<file path="config.mk">
export PLATFORM = sky130hd
export DESIGN_NAME = priority_request_queue_with_lock_core
export DESIGN_NICKNAME = d
export VERILOG_FILES = /design/src/rtl/prq_pkg.sv /design/src/rtl/priority_request_queue_with_lock_core.sv /design/src/rtl/prq_ram.sv
export SDC_FILE = /design/constraint.sdc
export NUM_CORES = 1
export LEC_CHECK = 0
export CELL_PAD_IN_SITES_DETAIL_PLACEMENT = 2
export CELL_PAD_IN_SITES_GLOBAL_PLACEMENT = 2
export CORE_ASPECT_RATIO = 0.9
export CORE_MARGIN = 10
export CORE_UTILIZATION = 35
export DETAILED_ROUTE_END_ITERATION = 8
export DONT_BUFFER_PORTS = 1
export GPL_TIMING_DRIVEN = 1
export PLACE_DENSITY = 0.64
export SYNTH_ARGS = -nofsm -noshare
export SYNTH_HDL_FRONTEND = slang
export SYNTH_SLANG_ARGS = --single-unit
</file>
<file path="constraint.sdc">
create_clock -name clock -period 7.1 [get_ports clock]
set_input_delay 0.71 -clock clock [delete_from_list [all_inputs] [get_ports clock]]
set_output_delay 0.71 -clock clock [all_outputs]
set_load 0.02 [all_outputs]
</file>
<file path="src/rtl/prq_pkg.sv">
`default_nettype none
package prq_pkg;

   typedef enum logic [2:0] {
      KIND_CONNECT    = 3'd0,
      KIND_DISCONNECT = 3'd1,
      KIND_QUEUE      = 3'd2,
      KIND_CANCEL     = 3'd3,
      KIND_LOCK       = 3'd4,
      KIND_UNLOCK     = 3'd5,
      KIND_DISPATCH   = 3'd6,
      KIND_RELEASE    = 3'd7
   } kind_type;

   typedef enum logic [2:0] {
      ERR_NONE          = 3'd0,
      ERR_NOT_CONNECTED = 3'd1,
      ERR_CONNECTED     = 3'd2,
      ERR_QUEUED        = 3'd3,
      ERR_LOCKED        = 3'd4,
      ERR_NOT_LOCKED    = 3'd5,
      ERR_NOT_QUEUED    = 3'd6,
      ERR_LOCK_FULL     = 3'd7
   } err_type;

   typedef struct packed {
      logic [2:0] kind;
      logic [3:0] user;
      logic [1:0] priority_req;
   } req_type;

   typedef struct packed {
      logic       status;
      logic [2:0] error_code;
      logic       granted_valid;
      logic [3:0] granted_user;
      logic       holder_valid;
      logic [3:0] holder_user;
   } rsp_type;

endpackage
`default_nettype wire

</file>
<file path="src/rtl/priority_request_queue_with_lock_core.sv">
`default_nettype none
// Strict-priority request queue with a lock holder. Each accepted request
// gives exactly one response. Connect, disconnect, lock, unlock and release
// pass through the check, done and output states. Cancel and dispatch search
// the queue memory through its single registered read port with a read and
// a test state per entry, and shift the later entries down with a read and
// a shift state per entry. A queue request from the lock holder shifts its
// priority's entries right from the tail the same way; other queue requests
// append at the tail. Each user has at most one entry queued. The block
// takes one request at a time and is ready again in the same cycle that the
// response is registered. A finished response sits in an output register
// while the next request is accepted and worked, so a stalled response only
// holds the block when the next response is ready.
module priority_request_queue_with_lock_core #(
   parameter int NUM_USERS       = 16,
   parameter int NUM_PRIORITIES  = 3,
   parameter int LOCK_COUNT_BITS = 8
) (
   input  wire logic             clock,
   input  wire logic             reset,
   input  wire logic             req_valid,
   output logic                  req_stall,
   input  wire prq_pkg::req_type req_data,
   output logic                  rsp_valid,
   input  wire logic             rsp_stall,
   output prq_pkg::rsp_type      rsp_data
);

   localparam int UB = (NUM_USERS > 2) ? $clog2(NUM_USERS) : 1;
   localparam int LB = $clog2(NUM_USERS + 1);
   localparam int PB = (NUM_PRIORITIES > 1) ? $clog2(NUM_PRIORITIES) : 1;
   localparam int DEPTH = NUM_PRIORITIES * NUM_USERS;
   localparam int AB = $clog2(DEPTH);
   localparam int EB = (UB > 4) ? UB : 4;

   typedef enum logic [6:0] {
      ST_IDLE  = 7'b0000001,
      ST_CHECK = 7'b0000010,
      ST_READ  = 7'b0000100,
      ST_TEST  = 7'b0001000,
      ST_SHIFT = 7'b0010000,
      ST_DONE  = 7'b0100000,
      ST_OUT   = 7'b1000000
   } state_type;

   state_type state_ff, state_in;

   logic [NUM_USERS-1:0]       conn_ff, conn_in, qd_ff, qd_in;
   logic [LOCK_COUNT_BITS-1:0] cnt_ff [NUM_USERS];
   logic [LOCK_COUNT_BITS-1:0] cnt_in [NUM_USERS];
   logic [LB-1:0]              len_ff [NUM_PRIORITIES];
   logic [LB-1:0]              len_in [NUM_PRIORITIES];
   logic                       hp_ff, hp_in;
   logic [UB-1:0]              hi_ff, hi_in;

   prq_pkg::req_type req_ff, req_in;
   logic [UB-1:0]    u_ff, u_in;
   logic             ubad_ff, ubad_in;
   logic [PB-1:0]    p_ff, p_in;
   logic [PB-1:0]    sp_ff, sp_in;
   logic [LB-1:0]    pos_ff, pos_in;
   logic             shifting_ff, shifting_in;
   logic             found_ff, found_in;
   logic [UB-1:0]    got_ff, got_in;
   logic [2:0]       err_ff, err_in;
   logic             rv_ff, rv_in;
   prq_pkg::rsp_type rsp_ff, rsp_in;

   logic          wr_en;
   logic [AB-1:0] wr_addr, rd_addr;
   logic [UB-1:0] wr_data, rd_data;

   prq_ram #(.WIDTH(UB), .DEPTH(DEPTH)) u_queue_ram (
      .clock  (clock),
      .wr_en  (wr_en),
      .wr_addr(wr_addr),
      .wr_data(wr_data),
      .rd_addr(rd_addr),
      .rd_data(rd_data)
   );

   function automatic logic [AB-1:0] addr_of(logic [PB-1:0] p, logic [LB-1:0] i);
      logic [AB+LB-1:0] a;
      a = (AB+LB)'(p) * (AB+LB)'(NUM_USERS) + (AB+LB)'(i);
      return a[AB-1:0];
   endfunction

   assign req_stall = (state_ff != ST_IDLE);
   assign rsp_valid = rv_ff;
   assign rsp_data  = rsp_ff;

   logic req_xfer;
   assign req_xfer = req_valid && !req_stall;

   // Current user's flags.
   logic                       c_conn, c_qd, c_hold;
   logic [LOCK_COUNT_BITS-1:0] c_cnt;
   logic [LB-1:0]              c_len;
   logic                       is_disp, hold_only, match;
   assign c_conn  = conn_ff[u_ff];
   assign c_qd    = qd_ff[u_ff];
   assign c_cnt   = cnt_ff[u_ff];
   assign c_hold  = hp_ff && (hi_ff == u_ff);
   assign c_len   = len_ff[sp_ff];
   assign is_disp = (req_ff.kind == prq_pkg::KIND_DISPATCH);
   assign hold_only = is_disp ? hp_ff : 1'b1;
   assign match   = !hold_only || (rd_data == (is_disp ? hi_ff : u_ff));

   // Sequencer and the shared queue walk.
   always_comb begin
      logic [EB-1:0] uw;
      state_in    = state_ff;
      conn_in     = conn_ff;
      qd_in       = qd_ff;
      cnt_in      = cnt_ff;
      len_in      = len_ff;
      hp_in       = hp_ff;
      hi_in       = hi_ff;
      req_in      = req_ff;
      u_in        = u_ff;
      ubad_in     = ubad_ff;
      p_in        = p_ff;
      sp_in       = sp_ff;
      pos_in      = pos_ff;
      shifting_in = shifting_ff;
      found_in    = found_ff;
      got_in      = got_ff;
      err_in      = err_ff;
      rv_in       = rv_ff && rsp_stall;
      rsp_in      = rsp_ff;
      wr_en       = 1'b0;
      wr_addr     = addr_of(sp_ff, pos_ff);
      wr_data     = rd_data;
      rd_addr     = addr_of(sp_ff, pos_ff);
      uw          = EB'(req_data.user);
      unique case (state_ff)
         ST_IDLE: begin
            if (req_xfer) begin
               req_in  = req_data;
               u_in    = uw[UB-1:0];
               ubad_in = (32'(req_data.user) >= NUM_USERS);
               p_in    = (32'(req_data.priority_req) >= NUM_PRIORITIES)
                         ? PB'(NUM_PRIORITIES - 1) : PB'(req_data.priority_req);
               state_in = ST_CHECK;
            end
         end
         ST_CHECK: begin
            err_in   = prq_pkg::ERR_NONE;
            found_in = 1'b0;
            got_in   = '0;
            pos_in   = '0;
            sp_in    = PB'(NUM_PRIORITIES - 1);
            state_in = ST_DONE;
            if (is_disp) begin
               state_in = ST_READ;
            end else if (ubad_ff) begin
               err_in = prq_pkg::ERR_NOT_CONNECTED;
            end else begin
               unique case (prq_pkg::kind_type'(req_ff.kind))
                  prq_pkg::KIND_CONNECT: begin
                     if (c_conn) err_in = prq_pkg::ERR_CONNECTED;
                     else conn_in[u_ff] = 1'b1;
                  end
                  prq_pkg::KIND_DISCONNECT: begin
                     if (!c_conn) err_in = prq_pkg::ERR_NOT_CONNECTED;
                     else if (c_qd) err_in = prq_pkg::ERR_QUEUED;
                     else if (c_cnt != '0) err_in = prq_pkg::ERR_LOCKED;
                     else conn_in[u_ff] = 1'b0;
                  end
                  prq_pkg::KIND_QUEUE: begin
                     sp_in = p_ff;
                     if (!c_conn) err_in = prq_pkg::ERR_NOT_CONNECTED;
                     else if (c_qd) err_in = prq_pkg::ERR_QUEUED;
                     else begin
                        qd_in[u_ff] = 1'b1;
                        // Tail append, or shift right from the tail for the holder.
                        if (len_ff[p_ff] < LB'(NUM_USERS)) begin
                           if (c_hold) begin
                              pos_in = len_ff[p_ff];
                              state_in = (len_ff[p_ff] == '0) ? ST_SHIFT : ST_READ;
                           end else begin
                              wr_en   = 1'b1;
                              wr_addr = addr_of(p_ff, len_ff[p_ff]);
                              wr_data = u_ff;
                              len_in[p_ff] = len_ff[p_ff] + 1'b1;
                           end
                        end
                     end
                  end
                  prq_pkg::KIND_CANCEL: begin
                     if (!c_conn) err_in = prq_pkg::ERR_NOT_CONNECTED;
                     else state_in = ST_READ;
                  end
                  prq_pkg::KIND_LOCK: begin
                     if (!c_conn) err_in = prq_pkg::ERR_NOT_CONNECTED;
                     else if (c_qd) err_in = prq_pkg::ERR_QUEUED;
                     else if (&c_cnt) err_in = prq_pkg::ERR_LOCK_FULL;
                     else cnt_in[u_ff] = c_cnt + 1'b1;
                  end
                  prq_pkg::KIND_UNLOCK: begin
                     if (!c_conn) err_in = prq_pkg::ERR_NOT_CONNECTED;
                     else if (c_qd) err_in = prq_pkg::ERR_QUEUED;
                     else if (c_cnt == '0) err_in = prq_pkg::ERR_NOT_LOCKED;
                     else begin
                        cnt_in[u_ff] = c_cnt - 1'b1;
                        if (c_hold) begin
                           hp_in = 1'b0;
                           hi_in = '0;
                        end
                     end
                  end
                  default: begin
                     if (c_qd) err_in = prq_pkg::ERR_QUEUED;
                     else if (c_cnt != '0) err_in = prq_pkg::ERR_LOCKED;
                     else if (c_conn) err_in = prq_pkg::ERR_CONNECTED;
                  end
               endcase
            end
         end
         ST_READ: begin
            // Holder insert reads entry pos-1; searches read entry pos.
            if (req_ff.kind == prq_pkg::KIND_QUEUE) begin
               rd_addr = addr_of(sp_ff, pos_ff - 1'b1);
               state_in = ST_SHIFT;
            end else if (shifting_ff) begin
               if (pos_ff + 1'b1 >= c_len) begin
                  len_in[sp_ff] = c_len - 1'b1;
                  shifting_in = 1'b0;
                  state_in = ST_DONE;
               end else begin
                  rd_addr = addr_of(sp_ff, pos_ff + 1'b1);
                  state_in = ST_SHIFT;
               end
            end else if (pos_ff >= c_len) begin
               pos_in = '0;
               if (sp_ff == '0) state_in = ST_DONE;
               else sp_in = sp_ff - 1'b1;
            end else begin
               state_in = ST_TEST;
            end
         end
         ST_TEST: begin
            if (match) begin
               found_in    = 1'b1;
               got_in      = rd_data;
               shifting_in = 1'b1;
            end else begin
               pos_in = pos_ff + 1'b1;
            end
            state_in = ST_READ;
         end
         ST_SHIFT: begin
            wr_en = 1'b1;
            if (req_ff.kind == prq_pkg::KIND_QUEUE) begin
               if (pos_ff == '0) begin
                  wr_data = u_ff;
                  len_in[sp_ff] = c_len + 1'b1;
                  state_in = ST_DONE;
               end else begin
                  pos_in = pos_ff - 1'b1;
                  state_in = (pos_ff == LB'(1)) ? ST_SHIFT : ST_READ;
               end
            end else begin
               pos_in = pos_ff + 1'b1;
               state_in = ST_READ;
            end
         end
         ST_DONE: begin
            if (is_disp) begin
               if (found_ff) begin
                  qd_in[got_ff] = 1'b0;
                  if (cnt_ff[got_ff] != '0) begin
                     hp_in = 1'b1;
                     hi_in = got_ff;
                  end
               end
            end else if (req_ff.kind == prq_pkg::KIND_CANCEL &&
                         err_ff == prq_pkg::ERR_NONE) begin
               if (found_ff) qd_in[u_ff] = 1'b0;
               else err_in = prq_pkg::ERR_NOT_QUEUED;
            end
            state_in = ST_OUT;
         end
         ST_OUT: begin
            if (!(rv_ff && rsp_stall)) begin
               rv_in = 1'b1;
               rsp_in.status        = (err_ff != prq_pkg::ERR_NONE);
               rsp_in.error_code    = err_ff;
               rsp_in.granted_valid = is_disp && found_ff;
               rsp_in.granted_user  = (is_disp && found_ff) ? 4'(got_ff) : 4'd0;
               rsp_in.holder_valid  = hp_ff;
               rsp_in.holder_user   = hp_ff ? 4'(hi_ff) : 4'd0;
               state_in = ST_IDLE;
            end
         end
         default: state_in = ST_IDLE;
      endcase
   end

   // Control and flag registers.
   always_ff @(posedge clock) begin
      if (reset) begin
         state_ff    <= ST_IDLE;
         conn_ff     <= '0;
         qd_ff       <= '0;
         hp_ff       <= 1'b0;
         hi_ff       <= '0;
         rv_ff       <= 1'b0;
         shifting_ff <= 1'b0;
         for (int i = 0; i < NUM_USERS; i++) cnt_ff[i] <= '0;
         for (int i = 0; i < NUM_PRIORITIES; i++) len_ff[i] <= '0;
      end else begin
         state_ff    <= state_in;
         conn_ff     <= conn_in;
         qd_ff       <= qd_in;
         hp_ff       <= hp_in;
         hi_ff       <= hi_in;
         rv_ff       <= rv_in;
         shifting_ff <= shifting_in;
         cnt_ff      <= cnt_in;
         len_ff      <= len_in;
      end
   end

   // Payload registers.
   always_ff @(posedge clock) begin
      req_ff   <= req_in;
      u_ff     <= u_in;
      ubad_ff  <= ubad_in;
      p_ff     <= p_in;
      sp_ff    <= sp_in;
      pos_ff   <= pos_in;
      found_ff <= found_in;
      got_ff   <= got_in;
      err_ff   <= err_in;
      rsp_ff   <= rsp_in;
   end

   // A response is only raised once its request has reached the output state.
   assert property (@(posedge clock) disable iff (reset)
      $rose(rsp_valid) |-> $past(state_ff == ST_OUT))
      else $error("response without finished request");

   // Status and error code agree.
   assert property (@(posedge clock) disable iff (reset)
      rsp_valid |-> (rsp_data.status == (rsp_data.error_code != prq_pkg::ERR_NONE)))
      else $error("status mismatch");

   // A grant only comes with a successful dispatch.
   assert property (@(posedge clock) disable iff (reset)
      (rsp_valid && rsp_data.granted_valid) |-> !rsp_data.status)
      else $error("grant with error");

endmodule
`default_nettype wire

</file>
<file path="src/rtl/prq_ram.sv">
`default_nettype none
module prq_ram #(
   parameter int WIDTH = 8,
   parameter int DEPTH = 16
) (
   input  wire logic                     clock,
   input  wire logic                     wr_en,
   input  wire logic [$clog2(DEPTH)-1:0] wr_addr,
   input  wire logic [WIDTH-1:0]         wr_data,
   input  wire logic [$clog2(DEPTH)-1:0] rd_addr,
   output logic      [WIDTH-1:0]         rd_data
);

   logic [WIDTH-1:0] mem [DEPTH];

   // One write port and one registered read port.
   always_ff @(posedge clock) begin
      if (wr_en) begin
         mem[wr_addr] <= wr_data;
      end
      rd_data <= mem[rd_addr];
   end

endmodule
`default_nettype wire

</file>
==> metrics, run 1 <==
cell at the root of the clock tree=sky130_fd_sc_hd__clkbuf_16; sum of negative setup slack=0 ns; Worst R2R Start=u_ff[0]; multiplexer fraction of the synthesized cell area=0.151; effective utilization at floorplan=0.353; Compound-Gate Fraction of Synth Area=0.137; final count of pins violating max slew=0; TritonRoute pass-1 iters=5; sequential group share of total power=0.468; remaining global-route overflow=0; later-pin clock latency in the skew report=approximately 0.60 ns; number of DRC markers after the initial detailed-route iteration=between 1,000 and 1,500; sequential fraction of the synthesis area=0.499; routed vias/inst=5.94; top_reg_cell synth=sky130_fd_sc_hd__edfxtp_1; startpoint of the lowest-slack hold path=req_data[4]; Worst Hold End=u_ff[2]; die span in y=approximately 260 µm; worst endpoint required time=approximately 7.3 ns; placed cell areas=between 20,000 and 25,000 µm²; num ports=29; Max H-tree Level=2; largest family of logic cells by synthesized area=simple AND/OR/NAND/NOR gates; master of the slowest instance on the critical path=sky130_fd_sc_hd__mux4_1; Post-synth top cells=sky130_fd_sc_hd__nor2_1 (280), sky130_fd_sc_hd__edfxtp_1 (230), sky130_fd_sc_hd__dfxtp_1 (193), sky130_fd_sc_hd__mux2i_1 (190), sky130_fd_sc_hd__a21oi_1 (180); synthesis-stage register bit count=around 420; kind of end point of the critical path=register; post-DR wirelength/cell=about 27 µm; pin count of the biggest net entering global routing=190; Hold Violations, Final=0; standby leakage power=9.14 nW; FF-to-FF End=u_queue_ram.mem[4][3]; Synth Area in Adders=0.0154; CP arrival=about 6.0 ns; Final ANT Viol Nets=0; proportion of netlist area held by the largest area contributor=0.320; power per standard cell area=approximately 230 nW/µm²; Core ar.=61,100 µm²; hold-critical path depth=0; most used standard cell by instance count after synthesis=sky130_fd_sc_hd__nor2_1; outcome=completed; wire length after detailed routing=between 70,000 and 80,000 µm; Area contributors post-synth=sky130_fd_sc_hd__edfxtp_1 (32%), sky130_fd_sc_hd__dfxtp_1 (18%), sky130_fd_sc_hd__mux2i_1 (8.8%); internal power consumption=about 0.0043 W; fraction of final layout cells sized beyond drive strength 1=0.109; number of buffers between clock root and the deepest sink=3; maximum fanout encountered on the critical timing path=28; Worst Skew=about 0.016 ns; highest clock frequency the design can meet=approximately 0.17 GHz; floorplan die width=282 µm; post-layout minimum cycle time=between 5 and 6 ns; wire length of the first global-routing pass=116,000 µm; worst slew pin tran=around 1.4 ns; number of clock sinks=between 400 and 500; Final Net Count=~2,000; r2r setup slk=approximately 1.3 ns; Top Family by Delay on Critical Path=simple AND/OR/NAND/NOR gates; count of cell types in the netlist=between 70 and 80; EDFF count, synth=230; drc violations=0; net count after synthesis=2,081; Tot Pwr=around 0.0056 W; HPWL after DPL=51,100 µm; GPL Wtd Cong=about 0.8; cell taking the most area after synthesis=sky130_fd_sc_hd__edfxtp_1; share of synthesized cell area in and, or, nand and nor gates=0.154; per-instance average area after synthesis=about 11 µm²; final design instance area without fill=between 20,000 and 25,000 µm²; number of port buffers=0; number of cells traversed by the worst register-to-register path=10; hold buffer count at cts=0; number of antenna violations at the first check in global routing=0; Core Rows=86; worst rel slew slack=0.0872; Area Growth Syn to Fin=11.3%; vias after detailed routing=16,781; unrepaired setup endpoints after global routing=no; setup fix buffers added after clock tree synthesis=0; worst-path cell chain=buf_4, mux4_1, mux4_2, nor2b_1, and2_1, and2_1, o21ai_0, o32ai_1, nand2_1, nor2_1; cell seen most often among critical-path stages=sky130_fd_sc_hd__and2_1; Tightest Hold Check Type=in2reg; TritonCTS buffer count=49; vias in the first global route=between 15,000 and 20,000; Max-cap violations=0; number of instances in the synthesized netlist=2,043; Resized Gates After CTS=0; buffers and inverters on the worst path=1; net switching share of the total power=0.237; clock-pin slew on the worst setup and hold paths=around 0.060 ns; Net Sw Power=between 0.001 and 0.0015 W; IR Drop Worst-Case VDD=between 0.15 and 0.2 mV; delay of the slowest cell on the worst path=about 0.67 ns; setup violation total in the final timing report=0; total die area=72,000 µm²; CTS tree=built; post-synthesis xor/xnor area fraction=0.0122; crit path launch type=register; Clock Power Share=0.480; total standard cell area after synthesis=21,600 µm²; n_diodes=0; final critical-path share of the clock period=0.813; Critical Setup Path Class=reg2reg; logic gate share of total power=0.052; synth warn=0; share of flip-flops with an asynchronous set or reset after synthesis=0; all-layer global routing usage=0.206
[layout by cell type, fill, tap and decap left out, types with 7 or more instances in the layout]
cell type	instances
sky130_fd_sc_hd__a221oi_1	65
sky130_fd_sc_hd__mux2i_1	190
sky130_fd_sc_hd__nor2_1	279
sky130_fd_sc_hd__nor2b_1	12
sky130_fd_sc_hd__inv_1	17
sky130_fd_sc_hd__nor4_1	39
sky130_fd_sc_hd__clkinv_2	8
sky130_fd_sc_hd__a22oi_1	52
sky130_fd_sc_hd__nand2_1	131
sky130_fd_sc_hd__ha_1	25
sky130_fd_sc_hd__nand2b_1	22
sky130_fd_sc_hd__and2_1	17
sky130_fd_sc_hd__mux4_2	30
sky130_fd_sc_hd__xnor2_1	22
sky130_fd_sc_hd__edfxtp_1	230
sky130_fd_sc_hd__and3_1	14
sky130_fd_sc_hd__buf_4	43
sky130_fd_sc_hd__clkbuf_1	8
sky130_fd_sc_hd__nor3_1	39
sky130_fd_sc_hd__a31oi_1	11
sky130_fd_sc_hd__mux2_2	13
sky130_fd_sc_hd__o211ai_1	14
sky130_fd_sc_hd__a21o_1	8
sky130_fd_sc_hd__a21oi_1	179
sky130_fd_sc_hd__nand4_1	11
sky130_fd_sc_hd__or2_2	14
sky130_fd_sc_hd__dfxtp_1	193
sky130_fd_sc_hd__nand3b_1	7
sky130_fd_sc_hd__nand2_2	10
sky130_fd_sc_hd__nand3_1	46
sky130_fd_sc_hd__mux4_1	20
sky130_fd_sc_hd__xor2_1	8
sky130_fd_sc_hd__or3_1	9
sky130_fd_sc_hd__clkbuf_16	51
sky130_fd_sc_hd__o21ai_0	69
[sequential cells by signal, summed over array words and instances (netlist names), 4 cells and up, named ones only]
signal	flops
rsp_data	14
state_ff	7
u_queue_ram.mem	192
qd_ff	16
u_queue_ram.rd_data	4
cnt_ff	128
pos_ff	5
hi_ff	4
got_ff	4
u_ff	4
len_ff	15
[metrics by stage]
stage	std cells	utilization	setup slack [ns]	hold WS, ns
2_1_floorplan	2043	-	2.52	0.417
3_5_place_dp	2732	0.365	1.42	0.440
6_report	2824	0.393	1.33	0.202
5_1_grt	2824	0.393	1.08	0.173
3_3_place_gp	2732	0.365	1.53	0.426
4_1_cts	2824	0.393	1.35	0.162
[cells by family (layout without fill, tap and decap cells)]
logic type	after synthesis	count (layout)
DFF	423	423
xor gates and xnor gates	30	30
AOI/OAI and AO/OA	456	456
adders and majority gates	27	27
buffers and inverters	165	154
and+or+nand+nor	689	689
muxes	253	253
[routing by layer]
layer / wire length [µm] / global-route usage
met4: 2170 / 0.0661
met2: 35600 / 0.335
met3: 2960 / 0.0297
met1: 34700 / 0.279
met5: 0 / 0
[worst max-delay path by stage]
stage	from	endpoint	cells past startpoint
3_3_place_gp	u_ff[0]	u_queue_ram.mem[12][3]	10
5_1_grt	u_ff[0]	u_queue_ram.mem[4][2]	10
4_1_cts	u_ff[0]	u_queue_ram.mem[4][3]	10
2_1_floorplan	u_ff[0]	register	19
6_report	u_ff[0]	u_queue_ram.mem[4][3]	10
3_5_place_dp	u_ff[0]	u_queue_ram.mem[20][0]	10
[worst reg2reg max path: cells and delay by family (launching register included)]
kind	cells	cell delay, ns
AOI/OAI and AO/OA	2	0.85
and+or+nand+nor	5	2.18
muxes	2	1.25
DFF	1	0.63
buffers and inverters	1	0.51
[area by class of cell]
| class | instances | area [µm²] |
|---|---|---|
| Fill cell | 6351 | 37100 |
| Sequential cell | 423 | 10800 |
| Multi-Input combinational cell | 1455 | 10200 |
| Clock buffer | 65 | 1390 |
| Tap cell | 792 | 991 |
| Timing Repair Buffer | 43 | 323 |
| Clock inverter | 27 | 312 |
| Inverter | 19 | 71.3 |
[power by group through the flow]
stage / Combinational, W / Clock, W / Sequential [W]
final: 0.000292 / 0.00269 / 0.00263
after global routing: 0.000318 / 0.00286 / 0.00263
after CTS: 0.000296 / 0.00275 / 0.00263
after detailed placement: 0.000294 / 0 / 0.00268
after global placement: 0.000286 / 0 / 0.00268
after floorplan: 0.000223 / 0 / 0.00265
Note: power is estimated with default switching activity, not from simulation.
==> run 2, diff against run 1 <==
--- a/config.mk
+++ b/config.mk
@@ -13,7 +13,7 @@
 export DETAILED_ROUTE_END_ITERATION = 8
 export DONT_BUFFER_PORTS = 1
 export GPL_TIMING_DRIVEN = 1
-export PLACE_DENSITY = 0.64
+export PLACE_DENSITY = 0.67
 export SYNTH_ARGS = -nofsm -noshare
 export SYNTH_HDL_FRONTEND = slang
 export SYNTH_SLANG_ARGS = --single-unit
==> constraint.sdc (replaced) <==
create_clock -name clock -period 5.1 [get_ports clock]
set_input_delay 0.51 -clock clock [delete_from_list [all_inputs] [get_ports clock]]
set_output_delay 0.51 -clock clock [all_outputs]
set_load 0.02 [all_outputs]
==> run 2 against run 1 <==
Against the previous run: critical path depth did not move; worst setup slack got worse by 1.1 ns; sequential power rose by 39%; clock power rose by 36%; worst hold slack got worse by 0.13 ns; utilization rose by 0.68 points; critical endpoint is now u_queue_ram.mem[1][3]; largest power group unchanged; highest routed layer unchanged.
==> metrics, run 2 (synthesis gave the netlist of run 1 again) <==
outcome=completed; fillers=approximately 6,400; vias in the first global route=approximately 18,000; worst rel slew slack=0.0810; number of cells traversed by the worst register-to-register path=10; number of antenna violations at the first check in global routing=1; Clock Power Share=0.472; placed cell areas=between 20,000 and 25,000 µm²; met2 demand-to-capacity share in global routing=0.340; Critical Setup Path Class=reg2reg; CTS tree=built; met3 layer usage reported by global route=0.0305; internal power consumption=0.00593 W; Max H-tree Level=2; Util after Layout=0.400; cell at the root of the clock tree=sky130_fd_sc_hd__clkbuf_16; crit path launch type=register; final count of pins violating max slew=0; effective utilization at floorplan=0.353; setup fix buffers added after clock tree synthesis=0; final design instance area without fill=24,400 µm²; number of DRC markers after the initial detailed-route iteration=between 1,000 and 1,500; all-layer global routing usage=0.213; remaining global-route overflow=0; later-pin clock latency in the skew report=roughly 0.60 ns; net switching share of the total power=0.238; registers with the most flip-flops=u_queue_ram.mem x192, cnt_ff x128, qd_ff x16; setup violation total in the final timing report=0; kind of end point of the critical path=register; Worst Hold Margin=0.0682 ns; Core Rows=86; Worst Hold End=state_ff[4]; commonest non-fill, non-tap cell in the layout=sky130_fd_sc_hd__nor2_1; worst slew pin tran=~1.4 ns; CP arrival=slightly above 5 ns; Worst R2R Start=u_ff[0]; standby leakage power=9.38 nW; total die area=roughly 72,000 µm²; TritonRoute pass-1 iters=5; Final Net Count=just over 2,000; pin count of the biggest net entering global routing=141; IR Drop Worst-Case VDD=about 0.25 mV; most frequent cells in the layout=sky130_fd_sc_hd__nor2_1 (277), sky130_fd_sc_hd__edfxtp_1 (230), sky130_fd_sc_hd__dfxtp_1 (193); Tightest Hold Check Type=in2reg; setup slack after layout=0.216 ns; final critical-path share of the clock period=0.958; post-DR wirelength/cell=27.2 µm; r2r setup slk=around 0.22 ns; worst endpoint required time=~5.3 ns; routed vias/inst=between 6 and 7; fraction of final layout cells sized beyond drive strength 1=0.123; GRT Max-Usage Layer=met2; floorplan die width=between 200 and 300 µm; Worst Skew=around 0.033 ns; highest clock frequency the design can meet=about 0.2 GHz; sequential group share of total power=0.469; GPL Wtd Cong=0.848; wire length of the first global-routing pass=approximately 120,000 µm; die span in y=around 260 µm; drc violations=0; global routing usage on met1=0.300; number of buffers between clock root and the deepest sink=3; number of port buffers=0; Core ar.=between 60,000 and 70,000 µm²; vias after detailed routing=approximately 17,000; largest register by flop count=u_queue_ram.mem; Placement Setup Slack=0.269 ns; FF-to-FF End=u_queue_ram.mem[1][3]; number of flip-flops under the largest register name=approximately 190; Net Sw Power=roughly 0.0019 W; power per standard cell area=approximately 320 nW/µm²; unrepaired setup endpoints after global routing=yes; startpoint of the lowest-slack hold path=reset; post-layout minimum cycle time=roughly 4.9 ns; Hold Violations, Final=0; number of clock sinks=approximately 420; clock-pin slew on the worst setup and hold paths=approximately 0.06 ns; Max-cap violations=0; TritonCTS buffer count=50; wire length after detailed routing=78,100 µm; hold-critical path depth=1; num ports=29; Final ANT Viol Nets=0; maximum fanout encountered on the critical timing path=15; logic gate share of total power=0.060; HPWL after DPL=roughly 52,000 µm; Area Growth Syn to Fin=13.2%
run 2: cell types whose count changed in the layout (fill, tap and decap cells not counted), moves of 2 or more:
cell and change:
sky130_fd_sc_hd__buf_4 +25, sky130_fd_sc_hd__dlygate4sd3_1 +10, sky130_fd_sc_hd__buf_12 +8, sky130_fd_sc_hd__clkinvlp_4 -6
sky130_fd_sc_hd__clkbuf_8 +5, sky130_fd_sc_hd__clkbuf_1 +4, sky130_fd_sc_hd__clkinv_1 -3, sky130_fd_sc_hd__clkinv_4 -3
sky130_fd_sc_hd__bufinv_16 -2, sky130_fd_sc_hd__nor2_1 -2, sky130_fd_sc_hd__nor2_2 +2
run 2: final cells by class:
| cell class | instances | area, µm² | area share |
|---|---|---|---|
| Multi-Input combinational cell | 1455 | 10200 | 0.416 |
| Antenna cell | 1 | 2.50 | 0.000102 |
| Clock buffer | 73 | 1450 | 0.0593 |
| Tap cell | 792 | 991 | 0.0406 |
| Inverter | 19 | 71.3 | 0.00292 |
| Timing Repair Buffer | 86 | 771 | 0.0316 |
| Clock inverter | 17 | 210 | 0.00860 |
| Sequential cell | 423 | 10800 | 0.441 |
run 2: worst max-delay path by stage:
| stage | start | to | cells after the start |
|---|---|---|---|
| after floorplan | u_ff[0] | register | 19 |
| after global placement | u_ff[0] | u_queue_ram.mem[1][3] | 10 |
| after detailed placement | u_ff[0] | u_queue_ram.mem[1][1] | 10 |
| after CTS | u_ff[0] | u_queue_ram.mem[28][1] | 11 |
| after global routing | u_ff[0] | u_queue_ram.mem[36][2] | 11 |
| final | u_ff[0] | u_queue_ram.mem[1][3] | 10 |
run 2: critical path, cell delays in order, from the launching register on:
cell and delay (ns):
sky130_fd_sc_hd__edfxtp_1 0.60, sky130_fd_sc_hd__buf_4 0.32, sky130_fd_sc_hd__mux4_1 0.59, sky130_fd_sc_hd__mux4_2 0.54
sky130_fd_sc_hd__nor2b_1 0.18, sky130_fd_sc_hd__and2_1 0.20, sky130_fd_sc_hd__and2_1 0.30, sky130_fd_sc_hd__o21ai_0 0.62
sky130_fd_sc_hd__and2_1 0.26, sky130_fd_sc_hd__nand2_1 0.31, sky130_fd_sc_hd__nor2_1 0.54
run 2: stage by stage:
step	setup TNS, ns	total power (W)	instances
global placement	0	0.00416	2764
global route	-0.522	0.00803	2866
floorplan	0	0.00401	2043
finish	0	0.00779	2866
CTS	0	0.00785	2865
detailed placement	0	0.00417	2764
run 2: metal layers:
layer	up-vias	wire, µm
met2	415	36100
met3	96	3720
li1	7687	-
met1	9023	36800
met4	0	1450
met5	-	0
run 2: power groups by stage:
stage / Clock, W / Sequential (W) / Combinational (W)
finish: 0.00367 / 0.00365 / 0.000465
global placement: 0 / 0.00372 / 0.000432
global route: 0.00388 / 0.00365 / 0.000499
floorplan: 0 / 0.00370 / 0.000311
CTS: 0.00374 / 0.00365 / 0.000464
detailed placement: 0 / 0.00372 / 0.000446
run 2: what timing repair did:
| action | CTS | global route |
|---|---|---|
| endpoints found under the hold margin | 56 | 0 |
| resized for setup | 0 | 2 |
| hold buffers | 11 | 0 |
| setup endpoints to repair | 0 | 23 |
